<file path="src/rtl/led_bt_pkg.sv">
`timescale 1ns / 1ps
// ----------------------------------------------------------------------------
// LED breath timer package
// Shared types, codes and duty helpers for the LED breath timer controller.
// ----------------------------------------------------------------------------
package led_bt_pkg;

    // Request codes carried on the slave tuser
    localparam logic [1:0] REQ_TICK  = 2'd0;
    localparam logic [1:0] REQ_LIGHT = 2'd1;
    localparam logic [1:0] REQ_COLOR = 2'd2;

    localparam logic [9:0] LEVEL_MAX = 10'd1000;

    typedef enum logic [1:0] {
        MODE_NONE  = 2'd0,
        MODE_WHITE = 2'd1,
        MODE_COLOR = 2'd2
    } mode_t;

    // One result beat, ch1 in the lowest bits
    typedef struct packed {
        logic [9:0] ch3;
        logic [9:0] ch2;
        logic [9:0] ch1;
    } pwm_t;

    // Clamp a requested duty to the maximum level
    function automatic logic [9:0] clamp_level(input logic [9:0] v);
        return (v > LEVEL_MAX) ? LEVEL_MAX : v;
    endfunction

    // Breathing duty: (level>>5) * breath >> 2, saturated
    function automatic logic [9:0] breath_duty(input logic [9:0] level,
                                               input logic [7:0] breath);
        logic [12:0] prod;
        logic [10:0] duty;
        prod = 13'(level[9:5]) * 13'(breath);
        duty = prod[12:2];
        return (duty > 11'(LEVEL_MAX)) ? LEVEL_MAX : duty[9:0];
    endfunction

endpackage

</file>
<file path="src/rtl/led_bt_core.sv">
`timescale 1ns / 1ps
// ----------------------------------------------------------------------------
// LED breath timer state core
// Holds the controller state and the low-power register, applies one
// accepted request per cycle and forms the PWM result of a tick.
// ----------------------------------------------------------------------------
module led_bt_core #(
    parameter int TICKS_PER_SECOND = 51,
    parameter int BREATH_PEAK      = 128
) (
    input  logic             clk,
    input  logic             rst_n,
    input  logic             cfg_wr_en,
    input  logic             cfg_wr_data,
    input  logic             fire,
    input  logic [1:0]       req_type,
    input  logic [9:0]       white_level_in,
    input  logic [15:0]      delay_in,
    input  logic [9:0]       red_in,
    input  logic [9:0]       green_in,
    input  logic [9:0]       blue_in,
    input  logic             breath_in,
    output logic             res_valid,
    output led_bt_pkg::pwm_t res
);
    import led_bt_pkg::*;

    localparam int PH_W = (TICKS_PER_SECOND > 2) ? $clog2(TICKS_PER_SECOND) : 1;
    localparam logic [PH_W-1:0] PH_LAST = PH_W'(TICKS_PER_SECOND - 1);
    localparam logic [PH_W-1:0] PH_MID  = PH_W'((TICKS_PER_SECOND - 1) / 2);
    localparam logic [7:0]      PEAK    = 8'(BREATH_PEAK);

    logic            low_power_reg;
    mode_t           mode_reg, mode_next;
    logic [7:0]      breath_reg, breath_next;
    logic            falling_reg, falling_next;
    logic [PH_W-1:0] phase_reg, phase_next;
    logic [9:0]      white_reg, white_next;
    logic [15:0]     secs_reg, secs_next;
    logic            timer_reg, timer_next;
    logic [9:0]      red_reg, red_next;
    logic [9:0]      green_reg, green_next;
    logic [9:0]      blue_reg, blue_next;
    logic            bon_reg, bon_next;

    logic [7:0]      breath_step;
    logic [9:0]      white_clamped;

    // Request decode and tick update
    always_comb
    begin
        mode_next     = mode_reg;
        breath_next   = breath_reg;
        falling_next  = falling_reg;
        phase_next    = phase_reg;
        white_next    = white_reg;
        secs_next     = secs_reg;
        timer_next    = timer_reg;
        red_next      = red_reg;
        green_next    = green_reg;
        blue_next     = blue_reg;
        bon_next      = bon_reg;
        res_valid     = 1'b0;
        res           = '0;
        white_clamped = clamp_level(white_level_in);
        breath_step   = falling_reg ? (breath_reg - 8'd1) : (breath_reg + 8'd1);

        if (fire)
        begin
            case (req_type)
                REQ_LIGHT:
                begin
                    white_next = white_clamped;
                    secs_next  = delay_in;
                    mode_next  = MODE_WHITE;
                    if (!timer_reg)
                    begin
                        timer_next = (delay_in != 16'd0) && (white_clamped != 10'd0);
                    end
                end
                REQ_COLOR:
                begin
                    red_next   = clamp_level(red_in);
                    green_next = clamp_level(green_in);
                    blue_next  = clamp_level(blue_in);
                    bon_next   = breath_in;
                    mode_next  = MODE_COLOR;
                end
                REQ_TICK:
                begin
                    // triangle counter, flips at either end
                    breath_next = breath_step;
                    if (!falling_reg)
                    begin
                        falling_next = (breath_step == PEAK);
                    end
                    else
                    begin
                        falling_next = (breath_step != 8'd0);
                    end
                    phase_next = (phase_reg >= PH_LAST) ? '0 : (phase_reg + 1'b1);

                    if (low_power_reg)
                    begin
                        res_valid = 1'b1;
                        res.ch3   = {6'd0, breath_step[7:4]};
                    end
                    else
                    begin
                        case (mode_reg)
                            MODE_WHITE:
                            begin
                                // countdown once per second at mid phase
                                if (timer_reg && (phase_next == PH_MID))
                                begin
                                    if (secs_reg <= 16'd1)
                                    begin
                                        timer_next = 1'b0;
                                        secs_next  = '0;
                                        white_next = '0;
                                    end
                                    else
                                    begin
                                        secs_next = secs_reg - 16'd1;
                                    end
                                end
                                breath_next  = '0;
                                falling_next = 1'b0;
                                res_valid    = 1'b1;
                                res.ch1      = white_next;
                                res.ch2      = white_next;
                                res.ch3      = white_next;
                            end
                            MODE_COLOR:
                            begin
                                res_valid = 1'b1;
                                if (bon_reg)
                                begin
                                    res.ch1 = breath_duty(blue_reg, breath_step);
                                    res.ch2 = breath_duty(green_reg, breath_step);
                                    res.ch3 = breath_duty(red_reg, breath_step);
                                end
                                else
                                begin
                                    breath_next  = '0;
                                    falling_next = 1'b0;
                                    res.ch1      = blue_reg;
                                    res.ch2      = green_reg;
                                    res.ch3      = red_reg;
                                end
                            end
                            default:
                            begin
                            end
                        endcase
                    end
                end
                default:
                begin
                end
            endcase
        end
    end

    // State registers
    always_ff @(posedge clk or negedge rst_n)
    begin
        if (!rst_n)
        begin
            low_power_reg <= 1'b0;
            mode_reg      <= MODE_NONE;
            breath_reg    <= '0;
            falling_reg   <= 1'b0;
            phase_reg     <= '0;
            white_reg     <= '0;
            secs_reg      <= '0;
            timer_reg     <= 1'b0;
            red_reg       <= '0;
            green_reg     <= '0;
            blue_reg      <= '0;
            bon_reg       <= 1'b0;
        end
        else
        begin
            if (cfg_wr_en)
            begin
                low_power_reg <= cfg_wr_data;
            end
            mode_reg    <= mode_next;
            breath_reg  <= breath_next;
            falling_reg <= falling_next;
            phase_reg   <= phase_next;
            white_reg   <= white_next;
            secs_reg    <= secs_next;
            timer_reg   <= timer_next;
            red_reg     <= red_next;
            green_reg   <= green_next;
            blue_reg    <= blue_next;
            bon_reg     <= bon_next;
        end
    end

endmodule

</file>
<file path="src/rtl/led_bt_outbuf.sv">
`timescale 1ns / 1ps
// ----------------------------------------------------------------------------
// LED breath timer result buffer
// Output register plus one skid entry, so a new beat can be taken while
// the current result waits on the master side.
// ----------------------------------------------------------------------------
module led_bt_outbuf (
    input  logic             clk,
    input  logic             rst_n,
    input  logic             in_valid,
    input  led_bt_pkg::pwm_t in_data,
    output logic             in_ready,
    output logic             out_valid,
    input  logic             out_ready,
    output led_bt_pkg::pwm_t out_data
);
    import led_bt_pkg::*;

    logic out_valid_reg, out_valid_next;
    logic skid_valid_reg, skid_valid_next;
    pwm_t out_reg, skid_reg;
    logic pop;

    assign pop       = out_valid_reg && out_ready;
    assign in_ready  = !skid_valid_reg;
    assign out_valid = out_valid_reg;
    assign out_data  = out_reg;

    // Occupancy control
    always_comb
    begin
        out_valid_next  = out_valid_reg;
        skid_valid_next = skid_valid_reg;
        if (skid_valid_reg)
        begin
            if (pop)
            begin
                skid_valid_next = 1'b0;
            end
        end
        else if (in_valid)
        begin
            if (!out_valid_reg || pop)
            begin
                out_valid_next = 1'b1;
            end
            else
            begin
                skid_valid_next = 1'b1;
            end
        end
        else if (pop)
        begin
            out_valid_next = 1'b0;
        end
    end

    always_ff @(posedge clk or negedge rst_n)
    begin
        if (!rst_n)
        begin
            out_valid_reg  <= 1'b0;
            skid_valid_reg <= 1'b0;
        end
        else
        begin
            out_valid_reg  <= out_valid_next;
            skid_valid_reg <= skid_valid_next;
        end
    end

    // Payload, no reset
    always_ff @(posedge clk)
    begin
        if (skid_valid_reg)
        begin
            if (pop)
            begin
                out_reg <= skid_reg;
            end
        end
        else if (in_valid)
        begin
            if (!out_valid_reg || pop)
            begin
                out_reg <= in_data;
            end
            else
            begin
                skid_reg <= in_data;
            end
        end
    end

endmodule

</file>
<file path="src/rtl/led_breath_timer_controller_core.sv">
`timescale 1ns / 1ps
// ----------------------------------------------------------------------------
// LED breath timer controller
// Tick-driven white/RGB LED duty controller with breathing and auto-off.
// ----------------------------------------------------------------------------
// Takes one request beat per clock while s_tready is high. A tick beat
// (tuser 0) produces one registered PWM result beat on the master side,
// unless no mode is selected and low power is off; set-light (tuser 1) and
// set-color (tuser 2) beats update state and produce nothing. The whole
// update is combinational logic between the state registers and a result
// register backed by a skid entry, so s_tready stays high as long as at
// most one result is waiting. low_power is written through cfg_wr_en/cfg_wr_data between requests.
module led_breath_timer_controller_core #(
    parameter int TICKS_PER_SECOND = 51,
    parameter int BREATH_PEAK      = 128
) (
    input  logic        clk,
    input  logic        rst_n,
    input  logic        cfg_wr_en,
    input  logic        cfg_wr_data,    // low_power
    input  logic        s_tvalid,
    output logic        s_tready,
    // [9:0] white_level_in, [25:10] delay_in, [35:26] red_in,
    // [45:36] green_in, [55:46] blue_in, [56] breath_in, [63:57] zero
    input  logic [63:0] s_tdata,
    input  logic [1:0]  s_tuser,        // [1:0] req_type
    output logic        m_tvalid,
    input  logic        m_tready,
    // [9:0] pwm_ch1, [19:10] pwm_ch2, [29:20] pwm_ch3, [31:30] zero
    output logic [31:0] m_tdata
);
    import led_bt_pkg::*;

    logic fire;
    logic res_valid;
    pwm_t res;
    pwm_t out_data;

    assign fire = s_tvalid && s_tready;

    led_bt_core #(
        .TICKS_PER_SECOND(TICKS_PER_SECOND),
        .BREATH_PEAK(BREATH_PEAK)
    ) u_core (
        .clk           (clk),
        .rst_n         (rst_n),
        .cfg_wr_en     (cfg_wr_en),
        .cfg_wr_data   (cfg_wr_data),
        .fire          (fire),
        .req_type      (s_tuser),
        .white_level_in(s_tdata[9:0]),
        .delay_in      (s_tdata[25:10]),
        .red_in        (s_tdata[35:26]),
        .green_in      (s_tdata[45:36]),
        .blue_in       (s_tdata[55:46]),
        .breath_in     (s_tdata[56]),
        .res_valid     (res_valid),
        .res           (res)
    );

    led_bt_outbuf u_outbuf (
        .clk      (clk),
        .rst_n    (rst_n),
        .in_valid (res_valid),
        .in_data  (res),
        .in_ready (s_tready),
        .out_valid(m_tvalid),
        .out_ready(m_tready),
        .out_data (out_data)
    );

    assign m_tdata = {2'b00, out_data.ch3, out_data.ch2, out_data.ch1};

endmodule

</file>
<file path="config.mk">
export PLATFORM = sky130hd
export DESIGN_NAME = led_breath_timer_controller_core
export DESIGN_NICKNAME = d
export VERILOG_FILES = /design/src/rtl/led_bt_pkg.sv /design/src/rtl/led_bt_core.sv /design/src/rtl/led_bt_outbuf.sv /design/src/rtl/led_breath_timer_controller_core.sv
export SDC_FILE = /design/constraint.sdc
export NUM_CORES = 1
export LEC_CHECK = 0
export BUFFER_PORTS_ARGS = -buffer_cell sky130_fd_sc_hd__buf_2
export CAP_MARGIN = 20
export CORE_UTILIZATION = 61
export CTS_CLUSTER_SIZE = 24
export DETAILED_ROUTE_END_ITERATION = 8
export GPL_TIMING_DRIVEN = 0
export PLACE_DENSITY = 0.92
export SKIP_CTS_REPAIR_TIMING = 1
export SYNTH_ARGS = -nofsm -noshare
export SYNTH_HDL_FRONTEND = slang
export SYNTH_SLANG_ARGS = --single-unit
</file>
<file path="constraint.sdc">
create_clock -name clk -period 6.6 [get_ports clk]
set_input_delay 0.66 -clock clk [delete_from_list [all_inputs] [get_ports clk]]
set_output_delay 0.66 -clock clk [all_outputs]
set_load 0.02 [all_outputs]
</file>
## Yosys cells after proc, flatten, opt, wreduce, memory -nomap -nowiden

Cells that the tools add are included.

- Flip-flop bits (word level): 138
- Bits of input ports: 72
- Word-level logic and storage cells: 130
- Output and inout port bits: 34

- Bitwise gates (word level): 2
- Multiply operators: 3
- Add/sub/neg operators: 4
- Equal/unequal tests: 12
- Reduce and logical (&&, ||, !) cells: 26
- Mux-type cells: 54
- Order comparisons: 9

Operator list:

| kind | number |
|---|---|
| two-way mux 30 bit | 7 |
| two-way mux 10 bit | 12 |
| two-way mux 16 bit | 4 |
| one-hot mux 30 bit (2 select lines) | 1 |
| > comparator 10 bit, second input constant | 4 |
| multiplier 5 x 8 -> 13 bit | 3 |
| > comparator 11 x 10 -> 1 bit, second input constant | 3 |
| one-hot mux 16 bit (2 select lines) | 1 |
| two-way mux 8 bit | 3 |
| two-way mux 20 bit | 1 |
| one-hot mux 10 bit (2 select lines) | 1 |
| two-way mux 1 bit | 19 |
| <= comparator 16 x 1 -> 1 bit, second input constant | 1 |
| one-hot mux 8 bit (2 select lines) | 1 |
| nonzero test 16 bit | 1 |
| subtractor 16 x 1 -> 16 bit, second input constant | 1 |
| nonzero test 10 bit | 1 |
| nonzero test 2 bit | 5 |
| AND reduction 3 bit | 3 |
| adder 8 x 1 -> 8 bit, second input constant | 1 |
| equality test 8 bit, second input constant | 1 |
| nonzero test 8 bit | 1 |
| subtractor 8 x 1 -> 8 bit, second input constant | 1 |
| adder 6 x 1 -> 6 bit, second input constant | 1 |
| other kinds (19) | 33 |

## Longest topological paths before layout

- Word-level depth: 13
- Mapped depth: 23
- Mapped depth without buffers: 22

## Modules after synthesis

A second synthesis with hierarchy kept.

- Cells, all modules: 1092
- Area total of the unflattened synthesis: 10944.2 um^2

Modules (own cells, without submodules):

| module | area each (um^2) | cells each | instances |
|---|---|---|---|
| led_bt_core | 8510.7 | 983 | 1 |
| led_bt_outbuf | 2408.6 | 105 | 1 |
| led_breath_timer_controller_core | 25.0 | 4 | 1 |

## Worst setup path after synthesis

No wires, ideal clock.

- Kind: reg2reg
- Start: reg u_core.falling_reg
- End: reg u_outbuf.out_reg (netlist bit u_outbuf.out_data[24]) (data pin)
- Data required time: 6.344 ns
- Data arrival time: 5.544 ns
- Clock period less this slack: 5.799 ns
- Path slack: 0.801 ns
- Path buffers: 1
- Stages on the path, launching flop included: 21
- Setup time: 0.256 ns
- Path through: dfrtp_1 > fa_1 > a21o_1 > a21oi_1 > xnor2_1 > clkbuf_1 > and2_1 > fa_1 > fa_1 > inv_1 > fa_1 > inv_1 > ha_1 > o21ai_0 > o21bai_1 > or2b_1 > a31o_1 > or4_1 > nor2_1 > nand2_1 > a41o_1

- Word-level cells in the longest chain between the ends: 12

Ends and longest elaborated chain:

| what | RTL line | RTL |
|---|---|---|
| start, declared | led_bt_core.sv:36 | `logic falling_reg, falling_next;` |
| start signal, assigned | led_bt_core.sv:191 | `falling_reg <= falling_next;` |
| two-way mux 8 bit * | led_bt_core.sv:66 | `breath_step = falling_reg ? (breath_reg - 8'd1) : (breath_reg + 8'd1);` |
| multiplier 5 x 8 -> 13 bit * | led_bt_pkg.sv:38 | `prod = 13'(level[9:5]) * 13'(breath);` |
| > comparator 11 x 10 -> 1 bit | led_bt_pkg.sv:40 | `return (duty > 11'(LEVEL_MAX)) ? LEVEL_MAX : duty[9:0];` |
| two-way mux 10 bit * | led_bt_pkg.sv:40 |  |
| two-way mux 30 bit * | led_bt_core.sv:137 | `if (bon_reg)` |
| one-hot mux 30 bit (2 select lines) * | led_bt_core.sv:110 | `case (mode_reg)` |
| two-way mux 10 bit * | led_bt_core.sv:103 | `if (low_power_reg)` |
| two-way mux 30 bit * | led_bt_core.sv:70 | `case (req_type)` |
| two-way mux 30 bit * | led_bt_core.sv:68 | `if (fire)` |
| two-way mux 30 bit * | led_bt_outbuf.sv:84 | `if (!out_valid_reg \|\| pop)` |
| two-way mux 30 bit * | led_bt_outbuf.sv:82 | `else if (in_valid)` |
| two-way mux 30 bit * | led_bt_outbuf.sv:75 | `if (skid_valid_reg)` |
| end signal, assigned | led_bt_outbuf.sv:79 | `out_reg <= skid_reg;` |
| end signal, assigned | led_bt_outbuf.sv:86 | `out_reg <= in_data;` |
| end, declared | led_bt_outbuf.sv:21 | `pwm_t out_reg, skid_reg;` |

Mark *: on every way between the ends. The rest lies on a longest branch, timed or not. The select of a mux whose other input is x is not followed.
A chain may end at the register's enable or synchronous reset.

==> results by group <==
Outcome
  • Outcome: finished clean

Setup path
  • Delay-heaviest family, CP: compound AO/OA/AOI/OAI gates
  • WP data arrival: 6.70 ns
  • Crit Path Class: flip-flop to flip-flop
  • CP cell instances: fa_1 > a21o_1 > a21oi_2 > o21bai_1 > a21oi_1 > xnor2_2 > buf_6 > and2_1 > fa_1 > fa_1 > ha_1 > ha_1 > a21o_1 > a21oi_2 > nor2_1 > a311o_1 > a311oi_1 > nor2_1 > a211o_2 > o21ai_0
  • CP max stage delay: 0.51 ns
  • R2R cell count: 20
  • Crit Path Max Fanout: 10
  • Most used cell, CP: fa_1
  • Worst Path Buf+Inv: 1
  • Crit path required time: roughly 6.9 ns
  • Slowest cell on the critical path: fa_1
  • Startpoint Class: flip-flop
  • Crit path depth: 20
  • CP Capture Type: flip-flop
  • Reg-to-Reg Start: u_core.falling_reg$_DFFE_PN0P_
  • Reg-to-reg endpoint: u_outbuf.skid_reg[21]$_DFFE_PP_
  • FF-to-FF setup slack: ~0.16 ns

Placement
  • Post-DP HPWL: approximately 23000 um
  • Placed Area: 0.01159 sq mm
  • Pre-CTS setup slack: -0.3949 ns
  • Port bufs: 96
  • GPL Wtd Cong: ~0.98

Synth
  • Synth unique cells: 74
  • Post-synth ARST share: roughly 57%
  • Most common cell in the netlist: nand2_1
  • Commonest cells in the netlist: nand2_1, inv_1, o21ai_0, dfrtp_1, ha_1
  • Area contributors post-synth: dfrtp_1, edfxtp_1, fa_1, ha_1, nand2_1
  • Synth Flop Type: dfrtp_1
  • Cells after Synth: 1165
  • Post-synth top area share: 18.14%
  • Sequential area share after synthesis: between 30% and 40%
  • Cell Area, Synth: roughly 0.011 sq mm
  • Synthesis-stage register bit count: roughly 140
  • Area leader, netlist: dfrtp_1
  • Avg Cell Area, Syn: just over 9 sq um
  • Ys Warns: 0
  • Number of enable flip-flop cells after synthesis: 60

Floorplan
  • Die H: between 100 and 150 um
  • CORE AREA: 0.01724 sq mm
  • Die Area: roughly 0.018 sq mm
  • Die W: between 100 and 150 um
  • Initial core utilization: 62.44%
  • Row count: 48
  • I/O pin cnt: ~110

CTS
  • CTS Buffer Depth: 2
  • Htree depth: 4
  • CTS tree: yes
  • Worst-Skew Late Latency: roughly 0.45 ns
  • TritonCTS buffer count: 17
  • Clk root buf: clkbuf_16
  • Clock-pin slew on the worst setup and hold paths: 0.08 ns
  • Clk sinks: ~140

Layout
  • Fin util: a little under three quarters
  • Diode count: 0
  • Layout cells sized above 1: a little over an eighth
  • Post-route cell area: 0.01236 sq mm
  • Fill count: about 1200
  • Layout Nets: 1493
  • Area added between synthesis and finish: 14.88%

GRT
  • Vias in the first global route: approximately 10000
  • Overflow after GRT: 0
  • Initial antenna violation count: 0
  • First-pass GRT wire length: 48580 um
  • Total track usage: 34.97%
  • Largest net degree at the start of global routing: between 60 and 70

Route
  • Residual DRC: 0
  • Routed Antenna Nets: 0
  • Routed WL: 31050 um
  • Vias per cell: roughly 6.5
  • Post-DR wirelength/cell: just over 20 um
  • Initial DRC count: a little under 1000
  • Detailed Routing Iterations Pass 1: 6
  • Vias: between 9000 and 10000

Timing
  • Max-Slew Margin vs Limit: 37.55%
  • Clock Skews: 0.01805 ns
  • Final TNS setup: 0 ns
  • Max Transition Viols Final: 0
  • Final Hold Fails: 0
  • Final worst setup slack: 0.1590 ns
  • Fmax achieved: ~160 MHz
  • Final setup vio count: 0
  • Worst-Margin Slew: between 0.9 and 1 ns
  • Crit path time final: ~6.4 ns
  • Tcrit/Tclk final: 97.59%

Power
  • Peak supply drop: about 0.29 mV
  • Design Power: 5.715 mW
  • Cell Pwr Density: 462.2 mW/mm^2
  • Pleak: approximately 6 nW

Job
  • Max-cap violations: 0

Worst hold path
  • Min-delay worst type: primary input to asynchronous set/reset pin
worst register-to-register path: stages (launching register included):
cell and delay [ns]:
dfrtp_2 0.50, fa_1 0.51, a21o_1 0.22, a21oi_2 0.27, o21bai_1 0.11, a21oi_1 0.24, xnor2_2 0.30, buf_6 0.25
and2_1 0.16, fa_1 0.45, fa_1 0.49, ha_1 0.30, ha_1 0.37, a21o_1 0.20, a21oi_2 0.21, nor2_1 0.08
a311o_1 0.32, a311oi_1 0.48, nor2_1 0.13, a211o_2 0.43, o21ai_0 0.24
worst max path at each step:
stage                                         startpoint  slack (ns)                         endpoint
final                     u_core.falling_reg$_DFFE_PN0P_        0.16  u_outbuf.skid_reg[21]$_DFFE_PP_
after global routing      u_core.falling_reg$_DFFE_PN0P_       -0.01  u_outbuf.out_data[24]$_DFFE_PP_
after CTS                 u_core.falling_reg$_DFFE_PN0P_       -0.39  u_outbuf.out_data[24]$_DFFE_PP_
after detailed placement  u_core.falling_reg$_DFFE_PN0P_       -0.39  u_outbuf.out_data[24]$_DFFE_PP_
after global placement    u_core.falling_reg$_DFFE_PN0P_       -0.14  u_outbuf.out_data[24]$_DFFE_PP_
after floorplan           u_core.falling_reg$_DFFE_PN0P_        0.80  u_outbuf.out_data[24]$_DFFE_PP_
report_power, final:
group / internal, mW / leakage [nW] / total, mW / switching, mW
combinational: 1.26 / 4.05 / 3.34 / 2.08
sequential: 1.14 / 1.52 / 1.34 / 0.208
clock: 0.580 / 0.303 / 1.03 / 0.453
through the flow:
stage          instances  hold slack, ns
5_1_grt             1528         0.08861
6_report            1528         0.07414
3_3_place_gp        1487          0.4817
3_5_place_dp        1490          0.4773
2_1_floorplan       1166          0.3644
4_1_cts             1522         0.08265
final cells by class:
class	instances	area, sq um	share of cell area [%]
multi-input cells	867	6477	52.39
flip-flops and latches	138	3755	30.37
repair buffers	105	585.6	4.736
clock buffers	17	425.4	3.441
inverters	110	412.9	3.339
well taps	225	281.5	2.277
plain buffers	51	229.0	1.852
clock inverters	15	197.7	1.599
cells in the final DEF, fill, tap and decap left out, drive strengths merged, types with 10 or more instances in the layout:
| cell | instances |
|---|---|
| nand2 | 158 |
| inv | 118 |
| buf | 114 |
| o21ai | 86 |
| dfrtp | 78 |
| ha | 76 |
| and2 | 73 |
| edfxtp | 60 |
| clkbuf | 59 |
| nor2 | 57 |
| a21oi | 56 |
| fa | 55 |
| a21o | 34 |
| a22o | 29 |
| a22oi | 17 |
| xnor2 | 15 |
| nor3 | 14 |
| nor2b | 13 |
| and3 | 13 |
| nand3 | 12 |
| xor2 | 12 |
| nor4 | 11 |
| o211ai | 10 |
kinds of logic after synthesis:
kind of cell / synth area share, %
compound gates: 19.62
mux: 0.4069
fa+ha+maj: 19.07
xor+xnor: 2.197
simple gates: 18.03
other cells: 0.03484
buf+inv: 5.766
flops: 34.88
routing by layer:
layer	up-vias	part of all wire [%]	track usage [%]
met5	-	0	0
met4	0	4.9	17.10
met3	154	11	9.685
met2	672	48	57.88
met1	4702	37	42.08
li1	4328	-	-
Note: power is estimated with default switching activity, not from simulation.
